File: config.mk
export PLATFORM = sky130hd
export DESIGN_NAME = binary_to_decimal_digits
export DESIGN_NICKNAME = d
export VERILOG_FILES = /design/src/design/b2d_pkg.sv /design/src/design/b2d_datapath.sv /design/src/design/b2d_controller.sv /design/src/design/binary_to_decimal_digits.sv
export SDC_FILE = /design/constraint.sdc
export NUM_CORES = 1
export LEC_CHECK = 0
export ABC_AREA = 1
export BUFFER_PORTS_ARGS = -buffer_cell sky130_fd_sc_hd__buf_2
export CAP_MARGIN = 20
export CELL_PAD_IN_SITES_DETAIL_PLACEMENT = 1
export CELL_PAD_IN_SITES_GLOBAL_PLACEMENT = 1
export CORE_ASPECT_RATIO = 1.1
export CORE_MARGIN = 1
export CORE_UTILIZATION = 39
export DETAILED_ROUTE_END_ITERATION = 12
export GPL_ROUTABILITY_DRIVEN = 0
export PLACE_DENSITY = 0.86
export SLEW_MARGIN = 40
export SYNTH_ARGS = -nofsm -noshare
export SYNTH_HDL_FRONTEND = slang
export SYNTH_SLANG_ARGS = --single-unit
File: constraint.sdc
create_clock -name clock -period 2.1 [get_ports clock]
set_input_delay 0.21 -clock clock [delete_from_list [all_inputs] [get_ports clock]]
set_output_delay 0.21 -clock clock [all_outputs]
set_load 0.02 [all_outputs]
File: src/design/b2d_pkg.sv
`default_nettype none
package b2d_pkg;

   // default width of the binary input
   localparam int VALUE_BITS_DEFAULT = 31;

   // width of one decimal digit
   localparam int DIGIT_BITS = 4;

   // decimal digits needed for an all-ones word of the given width
   // (1233 / 4096 approximates log10 of 2 closely enough up to 64 bits)
   function automatic int digits_for(input int bits);
      digits_for = ((bits * 1233) / 4096) + 1;
   endfunction

   // controller to datapath
   typedef struct packed {
      logic load;    // take a new item, clear the digit register
      logic shift;   // one double dabble step
      logic step;    // move to the next lower digit
   } cmd_type;

   // datapath to controller
   typedef struct packed {
      logic idx_zero;   // digit pointer is at the least significant digit
   } status_type;

endpackage
`default_nettype wire

File: src/design/b2d_datapath.sv
`default_nettype none
module b2d_datapath #(
   parameter int VALUE_BITS = b2d_pkg::VALUE_BITS_DEFAULT
) (
   input  wire                               clock,
   input  wire  b2d_pkg::cmd_type            cmd,
   output b2d_pkg::status_type               status,
   input  wire  [VALUE_BITS-1:0]             req_value,
   output logic [b2d_pkg::DIGIT_BITS-1:0]    rsp_digit,
   output logic                              rsp_last
);

   localparam int DIGITS = b2d_pkg::digits_for(VALUE_BITS);
   localparam int DW     = b2d_pkg::DIGIT_BITS;
   localparam int BCD_W  = DIGITS * DW;
   localparam int IDX_W  = $clog2(DIGITS);

   logic [VALUE_BITS-1:0] val_ff, val_in;
   logic [BCD_W-1:0]      bcd_ff, bcd_in;
   logic [BCD_W-1:0]      adjusted;
   logic [BCD_W-1:0]      shifted;
   logic [IDX_W-1:0]      idx_ff, idx_in;
   logic [IDX_W-1:0]      idx_up;
   logic                  grow;

   // add 3 to every digit of five or more before the shift
   always_comb begin
      for (int i = 0; i < DIGITS; i++) begin
         if (bcd_ff[i*DW +: DW] >= DW'(5)) begin
            adjusted[i*DW +: DW] = bcd_ff[i*DW +: DW] + DW'(3);
         end else begin
            adjusted[i*DW +: DW] = bcd_ff[i*DW +: DW];
         end
      end
   end

   assign shifted = {adjusted[BCD_W-2:0], val_ff[VALUE_BITS-1]};
   assign idx_up  = idx_ff + IDX_W'(1);

   // the digit count grows by at most one per step, so only the digit
   // just above the current top needs a look
   always_comb begin
      grow = 1'b0;
      if (idx_ff != IDX_W'(DIGITS - 1)) begin
         grow = (shifted[{idx_up, 2'b00} +: DW] != '0);
      end
   end

   always_comb begin
      val_in = val_ff;
      bcd_in = bcd_ff;
      idx_in = idx_ff;
      if (cmd.load) begin
         val_in = req_value;
         bcd_in = '0;
         idx_in = '0;
      end else if (cmd.shift) begin
         val_in = {val_ff[VALUE_BITS-2:0], 1'b0};
         bcd_in = shifted;
         if (grow) begin
            idx_in = idx_up;
         end
      end else if (cmd.step) begin
         idx_in = idx_ff - IDX_W'(1);
      end
   end

   always_ff @(posedge clock) begin
      val_ff <= val_in;
      bcd_ff <= bcd_in;
      idx_ff <= idx_in;
   end

   assign rsp_digit       = bcd_ff[{idx_ff, 2'b00} +: DW];
   assign rsp_last        = (idx_ff == '0);
   assign status.idx_zero = (idx_ff == '0);

endmodule
`default_nettype wire

File: src/design/b2d_controller.sv
`default_nettype none
module b2d_controller #(
   parameter int VALUE_BITS = b2d_pkg::VALUE_BITS_DEFAULT
) (
   input  wire                  clock,
   input  wire                  reset,
   input  wire                  req_valid,
   output logic                 req_ready,
   output logic                 rsp_valid,
   input  wire                  rsp_ready,
   output b2d_pkg::cmd_type     cmd,
   input  wire  b2d_pkg::status_type status
);

   localparam int CNT_W = $clog2(VALUE_BITS);

   typedef enum logic [1:0] {
      IDLE,
      CONVERT,
      EMIT
   } state_type;

   state_type        state_ff, state_in;
   logic [CNT_W-1:0] cnt_ff, cnt_in;

   always_comb begin
      state_in  = state_ff;
      cnt_in    = cnt_ff;
      cmd       = '0;
      req_ready = 1'b0;
      rsp_valid = 1'b0;
      case (state_ff)
         IDLE: begin
            req_ready = 1'b1;
            if (req_valid) begin
               cmd.load = 1'b1;
               cnt_in   = '0;
               state_in = CONVERT;
            end
         end
         CONVERT: begin
            cmd.shift = 1'b1;
            cnt_in    = cnt_ff + CNT_W'(1);
            if (cnt_ff == CNT_W'(VALUE_BITS - 1)) begin
               state_in = EMIT;
            end
         end
         EMIT: begin
            rsp_valid = 1'b1;
            if (rsp_ready) begin
               if (status.idx_zero) begin
                  state_in = IDLE;
               end else begin
                  cmd.step = 1'b1;
               end
            end
         end
         default: begin
            state_in = IDLE;
         end
      endcase
   end

   always_ff @(posedge clock) begin
      if (reset) begin
         state_ff <= IDLE;
         cnt_ff   <= '0;
      end else begin
         state_ff <= state_in;
         cnt_ff   <= cnt_in;
      end
   end

endmodule
`default_nettype wire

File: src/design/binary_to_decimal_digits.sv
// Binary to decimal digit converter. Each input item is an unsigned
// VALUE_BITS-bit integer; the block answers with its decimal digits, one
// result item per digit, most significant first, with no leading zeros and
// rsp_last set on the least significant digit. Zero gives a single digit 0
// with rsp_last set. Conversion is bit-serial double dabble: one input bit
// per cycle through a shift register and a row of add-3 digit cells. An
// item is accepted, its VALUE_BITS bits are shifted in, and then its digits
// are emitted, each one held until rsp_ready takes it.
// One item is worked on at a time; req_ready is high only between items.
`default_nettype none
module binary_to_decimal_digits #(
   parameter int VALUE_BITS = b2d_pkg::VALUE_BITS_DEFAULT
) (
   input  wire                             clock,
   input  wire                             reset,
   // input channel
   input  wire                             req_valid,
   output logic                            req_ready,
   input  wire  [VALUE_BITS-1:0]           req_value,
   // result channel, one item per decimal digit
   output logic                            rsp_valid,
   input  wire                             rsp_ready,
   output logic [b2d_pkg::DIGIT_BITS-1:0]  rsp_digit,
   output logic                            rsp_last
);

   // command and status between sequencer and digit datapath
   b2d_pkg::cmd_type    cmd;
   b2d_pkg::status_type status;

   // sequencer: idle / convert (bit count) / emit (digit handshakes)
   b2d_controller #(
      .VALUE_BITS (VALUE_BITS)
   ) u_controller (
      .clock     (clock),
      .reset     (reset),
      .req_valid (req_valid),
      .req_ready (req_ready),
      .rsp_valid (rsp_valid),
      .rsp_ready (rsp_ready),
      .cmd       (cmd),
      .status    (status)
   );

   // shift register, digit register and top digit pointer
   b2d_datapath #(
      .VALUE_BITS (VALUE_BITS)
   ) u_datapath (
      .clock     (clock),
      .cmd       (cmd),
      .status    (status),
      .req_value (req_value),
      .rsp_digit (rsp_digit),
      .rsp_last  (rsp_last)
   );

endmodule
`default_nettype wire

==> flow_summary.json, run 1 <==
{
  "layout-drive-gt1-share_pct": 24.8,
  "power_per_cell_area_nw_per_um2": 1070,
  "nNetsFinal": 794,
  "drt_iter0_markers": 252,
  "power_leakage_uw": 0.00272,
  "placeableCoreArea_um2": 12000,
  "rsz0062_at_grt": "yes",
  "max_freq_ghz": 0.469,
  "grt_start_max_net_pins": 52,
  "synth.yosys.seq_area_share_pct": 40.6,
  "most_frequent_cells_in_the_layout": "210 x nand2_1, 57 x o21ai_0, 48 x inv_1",
  "tritoncts_sinks": 82,
  "path_max_fanout": 24,
  "regToRegSetupSlack_ps": 90,
  "crit_arrival_ps": 1920,
  "hold_path_start": "reset",
  "yosysUniqueCellTypes": 29,
  "met3_track_usage_gr_pct": 3.75,
  "worst_ep_required_time_ps": 1890,
  "worst_slew_pin_slew_ps": 399,
  "grtUsageTotal_pct": 22.8,
  "grt_use_met1_pct": 27.5,
  "number_of_cells_traversed_by_the_worst_register_to_register_path": 14,
  "worstReg2RegStart": "u_datapath.bcd_ff[1]",
  "fin_skew_ps": 9.57,
  "antenna_violating_nets_left": 0,
  "path_clk_slew_ps": 60,
  "postSynthNetCount": 737,
  "hold_path.class": "in2reg",
  "final_critical_path_setup_slack_ps": -31.1,
  "synth-seq-cells": 82,
  "layout_commonest_cell": "nand2_1",
  "end_kind": "output port",
  "grt.met2_usage_pct": 39.9,
  "outcome": "finished with violations",
  "crit_family": "buffers and inverters",
  "drt_first_pass_iters": 4,
  "routed-via-count": 4755,
  "totalWireLength_um": 14300,
  "violations": "setup timing",
  "cts-root-to-sink-buffers": 2,
  "clk_latency_worst_skew_pair_ps": 340,
  "post_synth_top_flop": "dfxtp_1",
  "detail_route.vias_per_cell": 5.32,
  "netlist_area_um2": 4800,
  "floorplan.die.width_um": 108,
  "timing.final.setup_violations": 1,
  "die_height_um": 118,
  "worstHoldPathCells": 2,
  "cell_chosen_for_the_clock_root": "clkbuf_16",
  "cts_tree": "done",
  "cp.buffers_inverters": 3,
  "antenna_fix_cells": 0,
  "finalSetupTns_ps": -31.1,
  "place_hpwl_um": 9590,
  "path_class": "reg2out",
  "layout_worst_path_cycle_share_pct": 101,
  "start_util_pct": 39.9,
  "cts_bufs_inserted": 9,
  "io-pin-count": 42,
  "max_slew_margin_pct": 73.3,
  "layout_min_cycle_time_ps": 2130,
  "grt_first_pass_wirelength_um": 23200,
  "die-area_um2": 12800,
  "report.final.slew_viol_count": 0,
  "slowest_stage": "dfxtp_2",
  "ctsHoldBuffers": 0,
  "hold_vio_cnt_final": 0,
  "hold_path_end": "u_controller.state_ff[0]",
  "synth_enable_flop_cells": 31,
  "syn_area_per_cell_um2": 7.10,
  "synth_async_reset_ratio_pct": 0,
  "path_cells": "inv_2 -> buf_4 -> a21oi_1 -> o21ai_0 -> nand3_1 -> nand3_1 -> o21ai_0 -> buf_2",
  "first_global_vias": 4945,
  "relative_area_change_from_synthesis_to_final_layout_pct": 22.2,
  "max_stage_delay_ps": 350,
  "cts_htree_levels": 3,
  "hold_ws_ps": 74.2,
  "worst_r2r_endpoint": "u_datapath.idx_ff[0]",
  "synthCells": 677,
  "port-buffer-count": 41,
  "routed_wire_length_per_instance_um": 16.0,
  "antenna_found_initial": 0,
  "synth.yosys.warnings": 0,
  "vdd.ir_drop.worst_mv": 0.556,
  "drv.max_cap_violation_count": 0,
  "drc_errors": 0,
  "start_kind": "flop",
  "placement_rows": 42,
  "global_route.overflow_total": 0,
  "global_route.peak_usage_layer": "met2"
}
cells by family (layout without fill, tap and decap cells):
kind of cell	Yosys count	in the layout	share of synthesized area, %
AND/OR/NAND/NOR	336	336	29.3
adder cells (fa/ha/maj)	25	25	6.51
flip-flops	82	82	40.6
AO/OA/AOI/OAI	127	127	14.1
XOR/XNOR	7	7	1.43
buffers and inverters	100	162	7.94
registers in the layout (all words and copies together), names as in the netlist:
name / flops
u_controller.cnt_ff: 5
u_controller.state_ff: 2
u_datapath.bcd_ff: 40
u_datapath.idx_ff: 4
u_datapath.val_ff: 31
synth_stat cells (5+ instances only):
cell / n / area share (%)
edfxtp_1: 31 / 19
inv_1: 69 / 5.4
o21ai_1: 11 / 1.1
clkbuf_1: 17 / 1.3
o21ai_0: 58 / 6.0
nand4_1: 17 / 2.2
buf_2: 5 / 0.52
nor2_1: 36 / 2.8
dfxtp_1: 51 / 21
xor2_1: 5 / 0.91
o22ai_1: 18 / 2.3
nand3_1: 41 / 4.3
a21oi_1: 36 / 3.8
inv_2: 7 / 0.55
ha_1: 25 / 6.5
nand2_1: 230 / 18
metrics by stage:
step | std cells | power [uW] | instance area (um2) | utilization [%] | setup WS, ps
3_5_place_dp | 859 | 4420 | 5200 | 43.2 | -3.03
5_1_grt | 893 | 6620 | 5870 | 48.8 | -98.1
3_3_place_gp | 859 | 4320 | 5200 | 43.2 | 151
4_1_cts | 875 | 6100 | 5510 | 45.8 | 7.67
6_report | 893 | 6280 | 5870 | 48.8 | -31.1
2_1_floorplan | 677 | 3670 | 4810 | - | 17.5
worst max-delay path by stage:
stage | from | endpoint | slack, ps | cells past startpoint
5_1_grt | u_datapath.idx_ff[0] | rsp_digit[0] | -100 | 8
6_report | u_datapath.idx_ff[0] | rsp_digit[0] | -30 | 8
3_5_place_dp | u_datapath.bcd_ff[12] | u_datapath.idx_ff[3] | -3 | 18
3_3_place_gp | u_datapath.bcd_ff[20] | u_datapath.idx_ff[0] | 150 | 16
4_1_cts | u_datapath.bcd_ff[4] | u_datapath.idx_ff[0] | 8 | 15
2_1_floorplan | u_datapath.idx_ff[1] | u_datapath.idx_ff[0] | 20 | 18
routing by layer:
| metal | vias to the layer above | wire, um |
|---|---|---|
| met3 | 36 | 448 |
| met5 | - | 0 |
| met4 | 0 | 382 |
| met2 | 95 | 7420 |
| li1 | 2346 | - |
| met1 | 2278 | 6000 |
power by group:
| group | total, uW | leakage, uW | internal, uW | switching [uW] |
|---|---|---|---|---|
| Clock | 1610 | 0.000145 | 921 | 690 |
| Sequential | 2050 | 0.000729 | 1910 | 140 |
| Combinational | 2620 | 0.00184 | 888 | 1730 |
layout make-up:
type / instances / area, um2
Clock buffer: 9 / 225
Clock inverter: 7 / 68.8
Fill cell: 1526 / 6170
Inverter: 76 / 293
Multi-Input combinational cell: 495 / 2670
Sequential cell: 82 / 1980
Tap cell: 154 / 193
Timing Repair Buffer: 70 / 439
what timing repair did:
item / 4_1_cts / 5_1_grt
buffers inserted: 0 / 18
pin swaps: 0 / 12
endpoints found under the hold margin: 0 / 0
endpoints found under the setup margin: 4 / 6
gates resized for setup: 8 / 87
Power figures use the tool's default switching activity.
==> inputs of run 2 (changes only) <==
- CTS_CLUSTER_SIZE: not set -> 28
- PLACE_DENSITY: 0.86 -> 0.84
==> flow_summary.json, run 2 (synthesis gave the netlist of run 1 again) <==
{
  "totalWireLength_um": 13500,
  "grt_start_max_net_pins": 44,
  "hold_ws_ps": 81.8,
  "path_class": "reg2out",
  "layout_worst_path_cycle_share_pct": 93.7,
  "first_global_vias": 4736,
  "fin_skew_ps": 4.78,
  "clk_latency_worst_skew_pair_ps": 350,
  "hold_path.class": "in2reg",
  "cts_bufs_inserted": 9,
  "largest_register_ff_count": 40,
  "p_seq_share_pct": 33.0,
  "drv.max_cap_violation_count": 0,
  "routed-via-count": 4645,
  "crit_arrival_ps": 1760,
  "routed_wire_length_per_instance_um": 15.3,
  "drc_errors": 0,
  "p_comb_share_pct": 39.8,
  "layout_commonest_cell": "nand2_1",
  "die-area_um2": 12800,
  "power.switching_fraction_pct": 38.7,
  "outcome": "completed",
  "tritoncts_sinks": 82,
  "path_max_fanout": 24,
  "placeableCoreArea_um2": 12000,
  "io-pin-count": 42,
  "power_leakage_uw": 0.00262,
  "antenna_fix_cells": 0,
  "cts_htree_levels": 3,
  "most_frequent_cells_in_the_layout": "217 x nand2_1, 58 x o21ai_0, 49 x inv_1",
  "largestRegisters": "u_datapath.bcd_ff (40), u_datapath.val_ff (31), u_controller.cnt_ff (5)",
  "path_clk_slew_ps": 60,
  "relative_area_change_from_synthesis_to_final_layout_pct": 18.7,
  "drt_iter0_markers": 149,
  "cell_chosen_for_the_clock_root": "clkbuf_16",
  "start_util_pct": 39.9,
  "timing.final.setup_violations": 0,
  "ctsHoldBuffers": 0,
  "layout_min_cycle_time_ps": 1970,
  "vdd.ir_drop.worst_mv": 0.575,
  "global_route.overflow_total": 0,
  "finalNonFillerCells": 878,
  "clock_power_share_pct": 27.3,
  "layout-drive-gt1-share_pct": 20.7,
  "numPlacedInstances": 859,
  "max_slew_margin_pct": 74.3,
  "antenna_found_initial": 0,
  "worst_slew_pin_slew_ps": 386,
  "die_height_um": 118,
  "internal_power_uw": 3810,
  "drt_first_pass_iters": 6,
  "report.final.slew_viol_count": 0,
  "floorplan.die.width_um": 108,
  "start_kind": "flop",
  "nNetsFinal": 779,
  "cts-root-to-sink-buffers": 2,
  "final_core_utilization_pct": 47.4,
  "place_hpwl_um": 9530,
  "power.switching_uw": 2400,
  "cts_tree": "done",
  "max_freq_ghz": 0.508,
  "grtUsageTotal_pct": 22.0,
  "end_kind": "output port",
  "antenna_violating_nets_left": 0,
  "detail_route.vias_per_cell": 5.29,
  "port-buffer-count": 41,
  "worst_ep_required_time_ps": 1890,
  "hold_vio_cnt_final": 0,
  "power_per_cell_area_nw_per_um2": 1090,
  "placement_rows": 42,
  "registers.top_by_ff_count": "u_datapath.bcd_ff",
  "grt_first_pass_wirelength_um": 22000
}
## run 2: power by group through the flow
stage          Combinational [uW]  Sequential [uW]  Clock, uW
3_3_place_gp                 2270             2050          0
2_1_floorplan                1650             2020          0
3_5_place_dp                 2340             2070          0
4_1_cts                      2360             2040       1730
5_1_grt                      2760             2070       1780
6_report                     2470             2050       1690
## run 2: cell type report
type                            count  area, um2
Multi-Input combinational cell    495       2610
Timing Repair Buffer               55        327
Fill cell                        1535       6330
Clock buffer                       12        236
Sequential cell                    82       1970
Tap cell                          154        193
Clock inverter                      4       77.6
Inverter                           76        288
## run 2: per-layer routing
layer	GRT usage (%)	share of wire (%)	vias up	wire [um]
li1	-	-	2317	-
met1	25.3	43	2240	5780
met2	40.1	53	68	7110
met3	3.14	2.2	20	298
met4	8.90	2.1	0	287
met5	0	0	-	0
## run 2: repair_timing
action,4_1_cts,5_1_grt
gates resized for setup,1,71
buffers inserted,0,3
setup endpoints to repair,4,7
pin swaps,0,9
## run 2: worst max-delay path, cell delays in order, from the launching register on
cell and delay [ps]:
dfxtp_2 330, inv_2 50, buf_4 250, a21oi_1 100
o21ai_0 90, nand3_1 130, a32o_1 290, buf_2 160
## run 2: worst paths after layout
kind	from	to	slack (ps)	cells past startpoint
min	reset	u_controller.cnt_ff[1]	80	2
min reg2reg	u_controller.cnt_ff[4]	u_controller.cnt_ff[4]	480	1
max reg2reg	u_datapath.bcd_ff[32]	u_datapath.idx_ff[2]	140	15
max	u_datapath.idx_ff[0]	rsp_digit[2]	130	7
## run 2: metrics by stage
step | power (uW) | setup TNS (ps) | cell area (um2) | setup WS (ps)
5_1_grt | 6620 | -87.3 | 5700 | -42.1
6_report | 6210 | 0 | 5700 | 131
3_3_place_gp | 4320 | 0 | 5200 | 141
3_5_place_dp | 4400 | 0 | 5200 | 42.9
2_1_floorplan | 3670 | 0 | 4810 | 17.5
4_1_cts | 6120 | 0 | 5520 | 7.30
==> inputs of run 3 (changes only) <==
- CORE_MARGIN: 1 -> 5
- CTS_BUF_LIST: not set -> sky130_fd_sc_hd__clkbuf_16
==> flow_summary.json, run 3 (synthesis gave the netlist of run 1 again) <==
{
  "nNetsFinal": 778,
  "antenna_found_initial": 0,
  "start_util_pct": 39.9,
  "cell_chosen_for_the_clock_root": "clkbuf_16",
  "most_frequent_cells_in_the_layout": "220 x nand2_1, 57 x inv_1, 57 x o21ai_0",
  "end_kind": "output port",
  "placeableCoreArea_um2": 12000,
  "drv.max_cap_violation_count": 0,
  "worstReg2RegStart": "u_datapath.bcd_ff[8]",
  "fillers": 1535,
  "ctsHoldBuffers": 0,
  "final_critical_path_setup_slack_ps": 92.7,
  "die_height_um": 126,
  "routed_wire_length_per_instance_um": 15.3,
  "grt_start_max_net_pins": 52,
  "layout-drive-gt1-share_pct": 18.3,
  "cts-root-to-sink-buffers": 2,
  "crit_arrival_ps": 1800,
  "finalNonFillerCells": 877,
  "layout_worst_path_cycle_share_pct": 95.6,
  "worst_ep_required_time_ps": 1890,
  "rsz0062_at_grt": "yes",
  "max_freq_ghz": 0.498,
  "detail_route.vias_per_cell": 5.27,
  "worst_r2r_endpoint": "u_datapath.idx_ff[2]",
  "antenna_fix_cells": 0,
  "global_route.overflow_total": 0,
  "grt_first_pass_wirelength_um": 22300,
  "outcome": "completed",
  "first_global_vias": 4854,
  "totalWireLength_um": 13400,
  "largest_register_ff_count": 40,
  "power_leakage_uw": 0.00263,
  "number_of_cells_traversed_by_the_worst_register_to_register_path": 18,
  "drc_errors": 0,
  "die-area_um2": 14600,
  "crit_path_start": "u_datapath.idx_ff[0]",
  "totalPowerFinal_uw": 6170,
  "grtUsageTotal_pct": 18.7,
  "numPlacedInstances": 860,
  "path_max_fanout": 32,
  "place_hpwl_um": 9460,
  "timing.final.setup_violations": 0,
  "report.final.slew_viol_count": 0,
  "antenna_violating_nets_left": 0,
  "routed-via-count": 4623,
  "relative_area_change_from_synthesis_to_final_layout_pct": 17.4,
  "hold_path.class": "in2reg",
  "hold_vio_cnt_final": 0,
  "regToRegSetupSlack_ps": 130,
  "worstSetupEndpoint": "rsp_digit[2]",
  "worst_slew_pin_slew_ps": 376,
  "layout_min_cycle_time_ps": 2010,
  "cts_tree": "done",
  "clk_latency_worst_skew_pair_ps": 350,
  "placement_rows": 42,
  "cts_htree_levels": 3,
  "largestRegisters": "u_datapath.bcd_ff (40), u_datapath.val_ff (31), u_controller.cnt_ff (5)",
  "fin_skew_ps": 5.20,
  "drt_iter0_markers": 227,
  "power_per_cell_area_nw_per_um2": 1090,
  "layout_commonest_cell": "nand2_1",
  "max_slew_margin_pct": 75.0,
  "registers.top_by_ff_count": "u_datapath.bcd_ff",
  "start_kind": "flop",
  "cts_bufs_inserted": 9,
  "port-buffer-count": 41,
  "io-pin-count": 42,
  "tritoncts_sinks": 82,
  "vdd.ir_drop.worst_mv": 0.582,
  "path_clk_slew_ps": 60,
  "drt_first_pass_iters": 4,
  "pre_cts_ws_ps": 13.0,
  "floorplan.die.width_um": 116,
  "path_class": "reg2out"
}
## run 3: cell count changes in the layout (fill, tap and decap cells not counted), moves of 2 or more
cell	previous run	this run
a21oi_1	33	35
a21oi_2	3	1
buf_4	12	10
clkbuf_1	3	0
clkinv_2	0	2
inv_1	49	57
inv_2	26	20
nand2_1	217	220
nand2_2	15	11
nand3_4	4	2
o21ai_1	7	12
o21ai_2	4	0
## run 3: worst min-delay path by stage
stage,startpoint,depth (start not counted),slack [ps],to
3_5_place_dp,reset,2,430,u_controller.state_ff[0]
5_1_grt,reset,2,70,u_controller.state_ff[0]
4_1_cts,reset,2,60,u_controller.state_ff[0]
6_report,reset,2,70,u_controller.state_ff[0]
3_3_place_gp,reset,2,430,u_controller.cnt_ff[1]
2_1_floorplan,reset,1,280,u_controller.cnt_ff[1]
## run 3: critical path: stages (launching register included)
cell and delay (ps):
dfxtp_1 360, buf_6 250, a21oi_1 120, o21ai_0 120
nand3_1 160, a32o_1 270, buf_2 170
## run 3: where the power goes
group          total [uW]  internal (uW)  leakage (uW)  switching, uW
Clock                1690           1030      0.000162            661
Combinational        2440            811       0.00174           1630
Sequential           2040           1910      0.000727            127
## run 3: what timing repair did
item | 4_1_cts | 5_1_grt
setup buffers | 0 | 1
resized for setup | 0 | 54
endpoints found under the setup margin | 0 | 6
## run 3: layout make-up
class | instances | area [um2] | share of cell area [%]
Clock buffer | 9 | 225 | 3.99
Timing Repair Buffer | 54 | 323 | 5.73
Clock inverter | 7 | 86.3 | 1.53
Inverter | 76 | 288 | 5.10
Multi-Input combinational cell | 495 | 2550 | 45.3
Tap cell | 154 | 193 | 3.42
Sequential cell | 82 | 1970 | 35.0
## run 3: metal layers
| metal | part of all wire, % | GRT usage (%) |
|---|---|---|
| met1 | 44 | 22.0 |
| met2 | 50 | 32.6 |
| met3 | 3.2 | 4.19 |
| met4 | 2.6 | 7.24 |
| met5 | 0 | 0 |
## run 3: through the flow
stage / setup TNS [ps] / util (%) / cell area, um2 / hold slack, ps
floorplan: 0 / - / 4810 / 279
global placement: 0 / 43.3 / 5210 / 426
detailed placement: 0 / 43.3 / 5210 / 431
CTS: 0 / 45.9 / 5520 / 64.6
global route: -48.8 / 46.8 / 5640 / 73.6
finish: 0 / 46.8 / 5640 / 71.9
